## config.mk

```make
export PLATFORM = sky130hd
export DESIGN_NAME = sach_update
export DESIGN_NICKNAME = d
export VERILOG_FILES = /design/src/sv/sach_pkg.sv /design/src/sv/sach_update.sv
export SDC_FILE = /design/constraint.sdc
export NUM_CORES = 1
export LEC_CHECK = 0
export ABC_AREA = 1
export ABC_CLOCK_PERIOD_IN_PS = 4800
export BUFFER_PORTS_ARGS = -buffer_cell sky130_fd_sc_hd__buf_2
export CELL_PAD_IN_SITES_DETAIL_PLACEMENT = 1
export CELL_PAD_IN_SITES_GLOBAL_PLACEMENT = 2
export CORE_AREA = 2 2 361 363
export DETAILED_ROUTE_END_ITERATION = 8
export DIE_AREA = 0 0 363 365
export PLACE_DENSITY_LB_ADDON = 0.2
export SETUP_SLACK_MARGIN = 0.05
export SLEW_MARGIN = 20
export SYNTH_ARGS = -nofsm -noshare
export SYNTH_HDL_FRONTEND = slang
export SYNTH_SLANG_ARGS = --single-unit
export TNS_END_PERCENT = 10
```

## constraint.sdc

```tcl
create_clock -name vclk -period 4.8
set_input_delay 0.72 -clock vclk [all_inputs]
set_output_delay 0.72 -clock vclk [all_outputs]
set_load 0.02 [all_outputs]
```

## src/sv/sach_pkg.sv

```systemverilog
// shared constants, config type and elaboration helpers for the cache tag model
package sach_pkg;

  localparam int DEF_CACHE_BYTES = 131072;
  localparam int DEF_BLOCK_BYTES = 64;
  localparam int DEF_WAYS        = 8;

  localparam int ADDR_W = 64;
  localparam int APB_AW = 3;
  localparam int APB_DW = 32;

  // register index, taken from paddr[2]
  localparam logic REG_ALLOC_ON_WRITE = 1'b0;
  localparam logic REG_REPLACE_MODE   = 1'b1;

  typedef struct packed {
    logic alloc_on_write;
    logic replace_mode;
  } sach_cfg_t;

  function automatic int floor_log2(input int v);
    int n;
    int x;
    n = 0;
    x = v;
    while (x > 1) begin
      x = x >> 1;
      n++;
    end
    return n;
  endfunction

  function automatic int ceil_log2(input int v);
    int n;
    n = 0;
    while ((1 << n) < v) begin
      n++;
    end
    return n;
  endfunction

endpackage

```

## src/sv/sach_update.sv

```systemverilog
// per-set lookup, victim choice and lru / tree update of one set word
module sach_update import sach_pkg::*; #(
  parameter int WAYS = DEF_WAYS,
  parameter int TAGW = 50,
  localparam int D     = ceil_log2(WAYS),
  localparam int WAYW  = (D > 0) ? D : 1,
  localparam int TREEW = (D > 0) ? ((1 << D) - 1) : 1,
  localparam int LINEW = TAGW + 1 + WAYW,
  localparam int WORDW = WAYS * LINEW + TREEW
) (
  input  logic [WORDW-1:0] rd_word,
  input  logic [TAGW-1:0]  tag,
  input  logic             opcode,
  input  sach_cfg_t        cfg,
  output logic             hit,
  output logic             wr_en,
  output logic [WORDW-1:0] wr_word
);

  logic [TAGW-1:0] tag_a  [WAYS];
  logic [WAYS-1:0] val_a;
  logic [WAYW-1:0] rank_a [WAYS];
  logic [WAYW-1:0] rank_n [WAYS];
  logic [31:0]     tree_ext;
  logic [31:0]     tree_n;
  logic            mfound, efound, lfound, fill;
  logic [WAYW-1:0] mway, eway, lru_way, plru_way, way;

  always_comb begin
    for (int w = 0; w < WAYS; w++) begin
      tag_a[w]  = rd_word[w*LINEW +: TAGW];
      val_a[w]  = rd_word[w*LINEW + TAGW];
      rank_a[w] = rd_word[w*LINEW + TAGW + 1 +: WAYW];
    end
    tree_ext = 32'(rd_word[WAYS*LINEW +: TREEW]);
  end

  // first tag match, first invalid way, and the oldest way (ranks form a permutation)
  always_comb begin
    mfound  = 1'b0;
    efound  = 1'b0;
    lfound  = 1'b0;
    mway    = '0;
    eway    = '0;
    lru_way = '0;
    for (int w = 0; w < WAYS; w++) begin
      if (!mfound && tag_a[w] == tag) begin
        mfound = 1'b1;
        mway   = WAYW'(w);
      end
      if (!efound && !val_a[w]) begin
        efound = 1'b1;
        eway   = WAYW'(w);
      end
      if (!lfound && rank_a[w] == WAYW'(WAYS - 1)) begin
        lfound  = 1'b1;
        lru_way = WAYW'(w);
      end
    end
  end

  // tree walk, steering away from subtrees with no real way
  always_comb begin
    logic [4:0] node;
    logic [4:0] path;
    logic       b;
    logic [5:0] first;
    node = '0;
    path = '0;
    for (int l = 0; l < D; l++) begin
      b     = tree_ext[node];
      first = 6'({path, b}) << (D - 1 - l);
      if (first >= 6'(WAYS)) begin
        b = ~b;
      end
      node = 5'(6'(node) * 6'd2 + 6'd1 + 6'(b));
      path = {path[3:0], b};
    end
    plru_way = (6'(path) < 6'(WAYS)) ? WAYW'(path) : '0;
  end

  always_comb begin
    hit   = mfound && val_a[mway];
    fill  = !hit && !(opcode && !cfg.alloc_on_write);
    wr_en = hit || fill;
    if (mfound) begin
      way = mway;
    end else if (efound) begin
      way = eway;
    end else if (cfg.replace_mode) begin
      way = plru_way;
    end else begin
      way = lru_way;
    end
  end

  always_comb begin
    logic [4:0] node;
    logic       dir;
    for (int w = 0; w < WAYS; w++) begin
      if (WAYW'(w) == way) begin
        rank_n[w] = '0;
      end else if (rank_a[w] < rank_a[way]) begin
        rank_n[w] = rank_a[w] + WAYW'(1);
      end else begin
        rank_n[w] = rank_a[w];
      end
    end
    tree_n = tree_ext;
    node   = '0;
    for (int l = 0; l < D; l++) begin
      dir          = way[D - 1 - l];
      tree_n[node] = ~dir;
      node         = 5'(6'(node) * 6'd2 + 6'd1 + 6'(dir));
    end
  end

  always_comb begin
    wr_word = rd_word;
    for (int w = 0; w < WAYS; w++) begin
      if (fill && WAYW'(w) == way) begin
        wr_word[w*LINEW +: TAGW]  = tag;
        wr_word[w*LINEW + TAGW]   = 1'b1;
      end
      wr_word[w*LINEW + TAGW + 1 +: WAYW] = rank_n[w];
    end
    wr_word[WAYS*LINEW +: TREEW] = tree_n[TREEW-1:0];
  end

endmodule

```

==> qor.csv <==
stage,metric,value,unit
sta,fmax,202,MHz
power,leakage,15.4,nW
critical_path,worstPathArrival,4.24,ns
global_route,overflow,0,
cells_and_area,clock_buffers,0,
yosys,ys_seq_area_share,0,%
sta,drv_slew,0,
yosys,syn-instance-count,2755,
hold_path,min_path_type,in2out,
sta,rsz0062_at_grt,yes,
power,ir_drop,0.0000385,V
yosys,synth.top_cells.by_area,"nand2_1 (29%), o21ai_2 (9.7%), o21ai_1 (8.4%)",
power,p_comb_share,100.0,%
flow_run,cap_viol_max_count,0,
global_route,grt_max_degree,50,
drt,drc_errors,0,
cells_and_area,drive_gt1_share,52.2,%
drt,drt-wirelength-per-cell,26.2,µm
floorplan,row_count,132,
power,powerDensity,121,nW/µm²
sta,tightest_slew,0.666,ns
cells_and_area,flops_and_latches,0,
cells_and_area,finish.utilization,22.1,%
critical_path,worstSetupPathType,in2out,
yosys,syn_nets,3271,
global_route,grt_pass1_wl,199,mm
drt,vias_per_cell,4.04,
critical_path,cp_max_fo,24,
placement,post-place-ws,-0.787,ns
power,power.switching,2.05,mW
placement,dp_hpwl,129,mm
yosys,yosys.cell_count.top_type,nand2_1,
sta,hold_viol_final,0,
yosys,synth_warnings,0,
hold_path,hold_start,rd_word[195],
drt,via_count,23510,
floorplan,dieArea,132000,µm²
drt,ant_nets,0,
floorplan,design.core.area,129000,µm²
outcome,outcome,"complete, but fails checks",
floorplan,die_y,365,µm
outcome,failed_checks,negative setup slack,
sta,slew_headroom,55.6,%
critical_path,worst_setup_path_end_kind,output port,
sta,holdWs,1.78,ns
cells_and_area,seq_area,0,µm²
yosys,synth.avg_cell_area,5.20,µm²
yosys,yosysTopAreaCellShare,28.7,%
power,swShare,59.9,%
global_route,grt_usage,21.4,%
yosys,synth_top_cell_by_area,nand2_1,
floorplan,start_util,11.1,%
sta,setup_ws,-0.155,ns
global_route,grt_pass1_vias,24107,
global_route,antenna_found_initial,55,
cts,hold_buffers,0,
hold_path,whs_path_depth,4,
cells_and_area,area_growth,97.9,%
yosys,ys_types,46,
sta,layout_min_cycle_time,4.96,ns
sta,setup_viol,340,
power,internal-power,1.37,mW
yosys,synth_common_cells,"nand2_1 (1097), inv_1 (251), o21ai_1 (241)",
power,seqPwrFrac,0,%
critical_path,crit_required,4.08,ns
hold_path,min_to,wr_word[195],
floorplan,die_width,363,µm
drt,drtIter0Drc,933,
floorplan,io_pins,933,
power,pwr-share-clk,0,%
sta,post-route-period-util,103,%
cells_and_area,num-nets-final,4651,
yosys,netlist_area,14300,µm²
drt,routed_wl,153,mm
critical_path,startpoint_type,primary input,
placement,routabilityCongestion,0.868,
drt,firstDrtPassIters,5,
placement,io_buffers,933,
per-layer routing:
metal	share of wire, %	track usage, %
met1	42	25.6
met2	52	41.3
met5	0.15	0
met3	4.7	3.00
met4	1.3	1.89
power by group through the flow:
stage	sequential [mW]	clock, mW	combinational [mW]
after floorplan	0	0	1.48
after global placement	0	0	3.05
after detailed placement	0	0	3.06
after CTS	0	0	3.29
after global routing	0	0.000000169	3.68
final	0	0.000000345	3.42
layout make-up:
| cell class | instances | area [µm²] |
|---|---|---|
| repair buffers | 1568 | 11800 |
| inverters | 307 | 1210 |
| fillers | 16161 | 100000 |
| diodes | 14 | 35.0 |
| well taps | 1675 | 2100 |
| multi-input cells | 2258 | 13200 |
how the worst max path moves through the flow:
stage,start,to,slack (ns),cells past startpoint
floorplan,rd_word[159],wr_word[429],0.17,23
global placement,tag[5],wr_word[244],-0.77,24
detailed placement,tag[5],wr_word[244],-0.79,24
CTS,tag[14],wr_word[376],-0.30,29
global route,tag[21],wr_word[322],-0.36,33
finish,tag[45],wr_word[305],-0.16,23
critical path, cell delays in order:
cell	delay, ns
buf_2	0.16
buf_4	0.16
xor2_1	0.16
nor4_2	0.45
buf_4	0.23
nand4_1	0.12
buf_6	0.16
nor2_4	0.17
inv_4	0.07
nor2_4	0.13
buf_6	0.13
nor2_2	0.05
inv_1	0.09
o221ai_1	0.10
nand3_1	0.10
nand2_2	0.09
inv_6	0.11
buf_4	0.13
nand3_4	0.12
buf_12	0.20
clkbuf_16	0.22
o21ai_2	0.17
buf_4	0.17
stage by stage:
stage                     power [mW]  std cells  instance area, µm²  TNS, ns
after floorplan                 1.48       2755               14300        0
after global placement          3.05       5729               24300  -241.57
after detailed placement        3.06       5729               24300  -245.30
after CTS                       3.29       5770               26500   -57.07
after global routing            3.68       5814               28400  -106.11
final                           3.42       5822               28400   -22.43
cell usage in the layout, fill, tap and decap left out, drive strengths merged, types with 2 or more instances in the layout:
cell,count
nor2,205
o21ai,407
inv,305
nand2,1126
ha,24
a22oi,2
nor3,27
a21oi,36
or2,71
clkbuf,14
nor3b,8
nand3b,12
nand3,96
o211ai,5
bufbuf,2
o22ai,2
diode,14
buf,1552
xor2,78
o2111ai,2
xnor2,62
nand4,88
repair_timing:
item	CTS	global route
setup endpoints to repair	438	434
resized for setup	450	350
cloned	12	7
setup buffers	30	34
pin swaps	76	117
cell families after synthesis:
| kind of cell | share of synthesized area [%] |
|---|---|
| AO/OA/AOI/OAI | 20.4 |
| XOR/XNOR | 8.55 |
| adder cells (fa/ha/maj) | 2.09 |
| buffers and inverters | 19.6 |
| AND/OR/NAND/NOR | 49.3 |
No activity file was read; power rests on OpenSTA's default activity.
