File: config.mk
export PLATFORM = sky130hd
export DESIGN_NAME = sach_ram
export DESIGN_NICKNAME = d
export VERILOG_FILES = /design/src/sv/sach_ram.sv
export SDC_FILE = /design/constraint.sdc
export NUM_CORES = 1
export LEC_CHECK = 0
export BUFFER_PORTS_ARGS = -buffer_cell sky130_fd_sc_hd__buf_4
export CELL_PAD_IN_SITES_DETAIL_PLACEMENT = 1
export CELL_PAD_IN_SITES_GLOBAL_PLACEMENT = 2
export CORE_MARGIN = 1
export CORE_UTILIZATION = 37
export CTS_BUF_LIST = sky130_fd_sc_hd__clkbuf_4
export DETAILED_ROUTE_END_ITERATION = 10
export GPL_TIMING_DRIVEN = 0
export PLACE_DENSITY = 0.7
export SLEW_MARGIN = 30
export SYNTH_ARGS = -nofsm -noshare
export SYNTH_HDL_FRONTEND = slang
export SYNTH_SLANG_ARGS = --single-unit
File: constraint.sdc
create_clock -name clk -period 2.5 [get_ports clk]
set_input_delay 0.25 -clock clk [delete_from_list [all_inputs] [get_ports clk]]
set_output_delay 0.25 -clock clk [all_outputs]
set_load 0.05 [all_outputs]
File: src/sv/sach_ram.sv
// generic simple dual-port ram with registered read
module sach_ram #(
  parameter int WIDTH = 8,
  parameter int DEPTH = 16,
  localparam int AW = (DEPTH > 1) ? $clog2(DEPTH) : 1
) (
  input  logic             clk,
  input  logic             we,
  input  logic [AW-1:0]    waddr,
  input  logic [WIDTH-1:0] wdata,
  input  logic             re,
  input  logic [AW-1:0]    raddr,
  output logic [WIDTH-1:0] rdata
);

  logic [WIDTH-1:0] mem [DEPTH];

  always_ff @(posedge clk) begin
    if (we) begin
      mem[waddr] <= wdata;
    end
    if (re) begin
      rdata <= mem[raddr];
    end
  end

endmodule

==> run summary, run 1 <==
Port Buffers: 25
Avg Inst Size Synth: 22.83 sq um
dominant cell type by area after synthesis: edfxtp_1
post-detail-place hpwl: 6921 um
worst rel slew slack: 44.80%
overall fraction of global-route tracks in use: 15.68%
ranking of synthesized cells by area: edfxtp_1 (78%), mux4_2 (7.8%), mux4_1 (7.0%), a22oi_1 (2.3%), nor2_1 (0.93%)
sequential cell area fraction in the yosys report: 78.12%
Die ar.: 14610 sq um
Worst-Skew Late Latency: 0.52 ns
grt ovf: 0
mapped cell area: 5228 sq um
CP max FO: 1
Setup WS pre-CTS: 0.5236 ns
vias per inst: 5.225
DR vias: 2419
Post-Syn Instances: 229
asr flop ratio synth: 0%
period utilization: 64.47%
CP endpoint kind: flop
count of cell types in the netlist: 18
num ports: 27
worst endpoint data arrival time: 1.88 ns
antenna viol nets, final: 0
CTS sink count: 136
final core utilization: 42.43%
first-pass GRT wire length: 15500 um
Cells on Worst Hold Path: 1
Crit. Startpoint: mem[5][0]$_DFFE_PP_
total CTS buffers: 17
r2r startpoint: mem[5][0]$_DFFE_PP_
drt first pass iters: 4
Cell Pwr Density: 683.3 nW/um^2
Routed WL per cell: 22.96 um
Peak VDD IR: 0.2842 mV
Mapped Nets: 248
CTS Root Cell: clkbuf_4
outcome: finished clean
Synth-to-Final Area Change: 12.23%
# fillers: 1279
CP Depth: 3
CP required: 2.76 ns
initial core utilization: 37.81%
layout cells sized above 1: 27.66%
unrepaired setup endpoints after global routing: false
Hold Fails Final Rpt: 0
core footprint: 13830 sq um
Routed WL: 10630 um
sum of negative setup slack: 0 ns
CP endpoint: rdata[0]$_DFFE_PP_
Die W: 120.9 um
pin count of the biggest net entering global routing: 17
WP buf/inv: 0
Die H: 120.9 um
PnR worst setup slack: 0.8882 ns
multi-input logic area: 1077 sq um
FF+latch area: 4084 sq um
FF+latch count, synth: 136
Worst Skew: 0.01597 ns
final setup fails: 0
Warnings, synthesis: 0
DRT iter0 DRCs: 140
actual slew at the worst max-slew pin: 0.8250 ns
Synth top area share: 78.12%
CP Launch Type: flop
initial antenna violation count: 0
Worst path slowest cell: mux4_1
crit-path max cell delay: 0.56 ns
min Tclk post-route: 1.612 ns
fmax: 620.4 MHz
Final nets: 293
final RePlAce weighted congestion: 0.6887
Slew Viols, Final: 0
clk buf depth: 2
H-tree levels: 4
Synth Flop Type: edfxtp_1
Largest delay share family, worst path: multiplexers
CP Class: reg -> reg
CTS tree: yes
clock transition at the registers of the reported paths: 0.10 ns
Remaining DRCs: 0
R2R Setup Slk: 0.89 ns
total of max-cap violations: 0
number of synthesized flops with an enable pin: 136
CP cell instances: mux4_1 -> a22oi_1 -> nand2_1
FP Rows: 43
P_leak: 1.895 nW
vias in the first global route: 2520
Worst Hold Class: in -> reg
Worst Reg-to-Reg Cells: 3
RR Endpoint: rdata[0]$_DFFE_PP_
cell type report:
type                            count  area share [%]
Buffer                             10           1.472
Clock inverter                     10           1.130
Timing Repair Buffer               26           3.370
Clock buffer                       17           2.175
Antenna cell                        1         0.04265
Tap cell                          180           3.839
Sequential cell                   136           69.61
Multi-Input combinational cell     83           18.36
worst register-to-register path, delay by kind of cell (launching register included):
| family | cells | cell delay, ns |
|---|---|---|
| AO/OA/AOI/OAI | 1 | 0.31 |
| flip-flops | 1 | 0.37 |
| multiplexers | 1 | 0.56 |
| AND/OR/NAND/NOR | 1 | 0.12 |
kinds of logic (layout without fill, tap and decap cells):
kind of cell	count (synthesis)	in the layout	synth area share [%]
AOI/OAI and AO/OA	16	16	2.298
buffers and inverters	10	63	1.651
DFF	136	136	78.12
muxes	32	32	14.79
other	0	1	0
and+or+nand+nor	35	35	3.136
cells in the mapped netlist, types with 2 or more instances:
cell type / count
nor2_1: 13
clkdlybuf4s25_2: 3
nand2b_1: 2
nor3_1: 4
mux4_1: 14
nand3b_1: 2
mux4_2: 18
buf_2: 3
edfxtp_1: 136
a22oi_1: 16
nand2_1: 9
buf_6: 3
placed cells by master, fill, tap and decap left out:
cell type        instances
buf_6                    3
nand2_1                  9
nand2b_1                 2
nor2b_1                  1
mux4_2                  18
nand3_1                  1
dlygate4sd3_1            1
clkinv_1                 7
bufinv_16                1
nor2_1                  13
clkdlybuf4s25_2          3
or3b_2                   1
a22oi_1                 16
diode_2                  1
nand3b_1                 2
clkbuf_4                17
and2b_1                  1
and2_1                   1
edfxtp_1               136
buf_2                    3
nor3_2                   4
buf_4                   26
mux4_1                  14
clkinv_2                 2
stage by stage:
step | instance area [sq um] | std cells | power (mW) | hold WS, ns
after floorplan | 5228 | 229 | 2.796 | 0.3489
after global placement | 5640 | 434 | 2.919 | 0.5290
after detailed placement | 5660 | 434 | 2.935 | 0.5332
after CTS | 5864 | 462 | 4.039 | 0.03002
after global routing | 5864 | 462 | 4.128 | 0.02215
final | 5867 | 463 | 4.009 | 0.05612
report_power, final:
group | leakage (nW) | switching [mW] | internal (mW) | total (mW)
sequential | 1.24 | 0.0117 | 2.56 | 2.58
combinational | 0.548 | 0.187 | 0.115 | 0.302
clock | 0.111 | 0.692 | 0.438 | 1.13
total | 1.90 | 0.891 | 3.12 | 4.01
layer usage:
layer / vias up / track usage, % / share of wire (%) / wire [um]
li1: 1065 / - / - / -
met1: 1285 / 21.41 / 46 / 4914
met2: 55 / 24.36 / 49 / 5206
met3: 14 / 4.088 / 3.6 / 382
met4: 0 / 5.556 / 1.2 / 126
met5: - / 0 / 0 / 0
worst min-delay path by stage:
stage	startpoint	end	slack, ns
finish	wdata[6]	mem[6][6]$_DFFE_PP_	0.06
global route	wdata[7]	mem[10][7]$_DFFE_PP_	0.02
CTS	wdata[1]	mem[8][1]$_DFFE_PP_	0.03
detailed placement	re	rdata[2]$_DFFE_PP_	0.53
global placement	re	rdata[1]$_DFFE_PP_	0.53
floorplan	wdata[0]	mem[0][0]$_DFFE_PP_	0.35
registers in the layout, summed over array words and instances, names as in the netlist:
register,cells
mem,128
rdata,8
what timing repair did:
item / in CTS / in global routing
gates resized for setup: 0 / 0
buffers inserted: 0 / 0
hold buffers: 1 / 0
hold endpoints to repair: 8 / 0
Note: power is estimated with default switching activity, not from simulation.
==> inputs of run 2 (changes only) <==
--- a/config.mk
+++ b/config.mk
@@ -13,7 +13,7 @@
 export CTS_BUF_LIST = sky130_fd_sc_hd__clkbuf_4
 export DETAILED_ROUTE_END_ITERATION = 10
 export GPL_TIMING_DRIVEN = 0
-export PLACE_DENSITY = 0.7
+export PLACE_DENSITY = 0.72
 export SLEW_MARGIN = 30
 export SYNTH_ARGS = -nofsm -noshare
 export SYNTH_HDL_FRONTEND = slang
==> constraint.sdc (replaced) <==
create_clock -name clk -period 1.3 [get_ports clk]
set_input_delay 0.13 -clock clk [delete_from_list [all_inputs] [get_ports clk]]
set_output_delay 0.13 -clock clk [all_outputs]
set_load 0.05 [all_outputs]
==> run 2 against run 1 <==
  * The run now ends with setup timing left
  * Power is 93% higher
  * Design area up 2.0%
  * Clock power is 90% higher
  * Worst setup slack worse by 1.1 ns
  * Critical path type unchanged
  * Via count fell by 1.5%
  * Highest routed layer unchanged
  * Wire length decreased by 0.26%
  * Utilization is 0.85 points higher
  * Die area did not move
  * First-iteration DRC count fell by 4.3%
  * Maximum frequency increased by 6.9%
==> run summary, run 2 (synthesized netlist as in run 1, its figures left out) <==
outcome: finished with violations
failing checks: setup timing
Comb power frac: 8.3% (+0.8 points)
worst rel slew slack: 45.44% (+0.64 points)
routed length on met3: 502 um (+31%)
PnR worst setup slack: -0.2076 ns (-1.096 ns)
sw frac: 22.53% (+0.31 points)
commonest non-fill, non-tap cells in the layout: edfxtp_1 (136), mux4_2 (32), clkbuf_4 (22), buf_4 (19), nor2_1 (12)
Hold Fails Final Rpt: 0 (unchanged)
total of max-cap violations: 0 (unchanged)
num ports: 27 (unchanged)
Port Buffers: 25 (unchanged)
crit-path max cell delay: 0.54 ns (-0.02 ns)
CP required: 1.57 ns (-1.19 ns)
max FFs per register: 128 (unchanged)
Ant. Diodes: 0 (-1)
internal cell power: 6.003 mW (+93%)
Psw: 1.746 mW (+96%)
Cells on Worst Hold Path: 2 (+1)
core footprint: 13830 sq um (unchanged)
top flop regs: mem: 128 flops, rdata: 8 flops
CTS tree: yes
Worst Skew: 0.008734 ns (-0.007240 ns)
Synth-to-Final Area Change: 14.48%
vias per inst: 5.047 (-3.4%)
Design Area, Final: 5984 sq um (+2.0%)
actual slew at the worst max-slew pin: 0.8154 ns (-0.009603 ns)
CP max FO: 1 (unchanged)
drt first pass iters: 5 (+1)
DR vias: 2382 (-1.5%)
Die ar.: 14610 sq um (unchanged)
grt ovf: 0 (unchanged)
R2R Setup Slk: -0.21 ns (-1.10 ns)
Worst Hold Class: in -> reg
CP Launch Type: flop
Final nets: 301 (+2.7%)
Slew Viols, Final: 0 (unchanged)
Remaining DRCs: 0 (unchanged)
CP cell instances: mux4_2 -> a22oi_2 -> nand2_1
layout cells sized above 1: 36.30% (+8.6 points)
Worst-Skew Late Latency: 0.52 ns (about the same)
hold path start: waddr[1]
Post-CTS Setup Bufs: 0 (unchanged)
worst endpoint data arrival time: 1.77 ns (-0.11 ns)
RR Endpoint: rdata[3]$_DFFE_PP_
DRT iter0 DRCs: 134 (-4.3%)
post-detail-place hpwl: 6960 um (+0.57%)
Seq pwr share: 64.0% (-0.3 points)
CP Class: reg -> reg
H-tree levels: 4 (unchanged)
Hold Path End: mem[8][4]$_DFFE_PP_
fmax: 663.3 MHz (+6.9%)
Cells after DPL: 434 (unchanged)
area post-placement: 5645 sq um (-0.27%)
min Tclk post-route: 1.508 ns (-0.1042 ns)
first-pass GRT wire length: 15810 um (+2.0%)
P_leak: 1.905 nW (+0.52%)
CTS sink count: 136 (unchanged)
pin count of the biggest net entering global routing: 17 (unchanged)
Cell Count, Final, Fillers Out: 472 (+1.9%)
sum of negative setup slack: -1.426 ns (-1.426 ns)
unrepaired setup endpoints after global routing: true
Die H: 120.9 um (unchanged)
CTS Root Cell: clkbuf_4
Worst path slowest cell: mux4_2
CP endpoint kind: flop
clk buf depth: 2 (unchanged)
final setup fails: 8 (+8)
commonest non-fill, non-tap cell in the layout: edfxtp_1
r2r startpoint: mem[3][3]$_DFFE_PP_
initial core utilization: 37.81% (unchanged)
total CTS buffers: 17 (unchanged)
Die W: 120.9 um (unchanged)
initial antenna violation count: 0 (unchanged)
Cell Pwr Density: 1295 nW/um^2 (+90%)
clock share of power: 27.7% (-0.5 points)
Peak VDD IR: 0.8037 mV (+180%)
Routed WL: 10600 um (-0.26%)
overall fraction of global-route tracks in use: 16.03% (+0.34 points)
met2 WL post-DR: 5428 um (+4.3%)
Routed WL per cell: 22.46 um (-2.2%)
Worst Reg-to-Reg Cells: 3 (unchanged)
period utilization: 116.0% (+52 points)
clock transition at the registers of the reported paths: 0.11 ns (about the same)
M1 wire length: 4533 um (-7.8%)
FP Rows: 43 (unchanged)
Max Used Layer: met4
vias in the first global route: 2521 (+0.040%)
final RePlAce weighted congestion: 0.7945 (+15%)
final core utilization: 43.28% (+0.85 points)
antenna viol nets, final: 0 (unchanged)
most flop-heavy register: mem
[run 2: cell count changes in the layout (fill, tap and decap cells not counted), moves of 3 or more]
| cell | before | now |
|---|---|---|
| clkbuf_4 | 17 | 22 |
| a22oi_2 | 0 | 6 |
| a22oi_1 | 16 | 10 |
| clkinv_2 | 2 | 5 |
| buf_6 | 3 | 6 |
| buf_12 | 0 | 3 |
| mux4_1 | 14 | 0 |
| mux4_2 | 18 | 32 |
| buf_4 | 26 | 19 |
| clkinv_1 | 7 | 2 |
| dlygate4sd3_1 | 1 | 9 |
[run 2: metal layers]
metal / global-route usage, % / vias to the layer above
met5: 0 / -
met4: 6.713 / 0
met3: 4.699 / 8
met2: 25.75 / 61
met1: 20.31 / 1240
li1: - / 1073
[run 2: repair_timing]
action,CTS,global route
gates resized for setup,7,7
hold buffers,9,0
pin swaps,5,2
endpoints found under the setup margin,8,17
endpoints found under the hold margin,136,0
[run 2: worst max-delay path by stage]
| stage | startpoint | endpoint | slack, ns | cells past startpoint |
|---|---|---|---|---|
| 2_1_floorplan | waddr[2] | mem[3][0]$_DFFE_PP_ | -0.1 | 2 |
| 3_3_place_gp | we | mem[12][7]$_DFFE_PP_ | -0.60 | 3 |
| 3_5_place_dp | waddr[2] | mem[1][3]$_DFFE_PP_ | -0.53 | 3 |
| 4_1_cts | mem[3][3]$_DFFE_PP_ | rdata[3]$_DFFE_PP_ | -0.19 | 3 |
| 5_1_grt | mem[3][3]$_DFFE_PP_ | rdata[3]$_DFFE_PP_ | -0.25 | 3 |
| 6_report | mem[3][3]$_DFFE_PP_ | rdata[3]$_DFFE_PP_ | -0.21 | 3 |
[run 2: layout make-up]
cell class | instances | area (sq um)
flip-flops and latches | 136 | 4084
multi-input cells | 83 | 1057
clock buffers | 22 | 165.2
repair buffers | 34 | 300.3
fillers | 1299 | 7843
plain buffers | 10 | 120.1
well taps | 180 | 225.2
clock inverters | 7 | 32.53
[run 2: worst max-delay path: cells and delay by family (launching register included)]
kind / cells / cell delay [ns]
AOI/OAI and AO/OA: 1 / 0.24
DFF: 1 / 0.38
muxes: 1 / 0.54
and+or+nand+nor: 1 / 0.11
[run 2: stage by stage]
step           worst slack (ns)  power, mW  hold slack, ns
4_1_cts                 -0.1948      7.829         0.02377
3_3_place_gp            -0.5985      5.641          0.4047
2_1_floorplan          -0.09615      5.400          0.2289
6_report                -0.2076      7.749         0.06695
3_5_place_dp            -0.5264      5.666          0.4094
5_1_grt                 -0.2549      8.035         0.03163
[run 2: power by group through the flow]
stage	Sequential, mW	Clock (mW)	Combinational, mW
finish	4.96	2.15	0.643
global route	4.97	2.38	0.687
CTS	4.96	2.23	0.644
detailed placement	5.06	0	0.609
global placement	5.05	0	0.592
floorplan	5.13	0	0.272
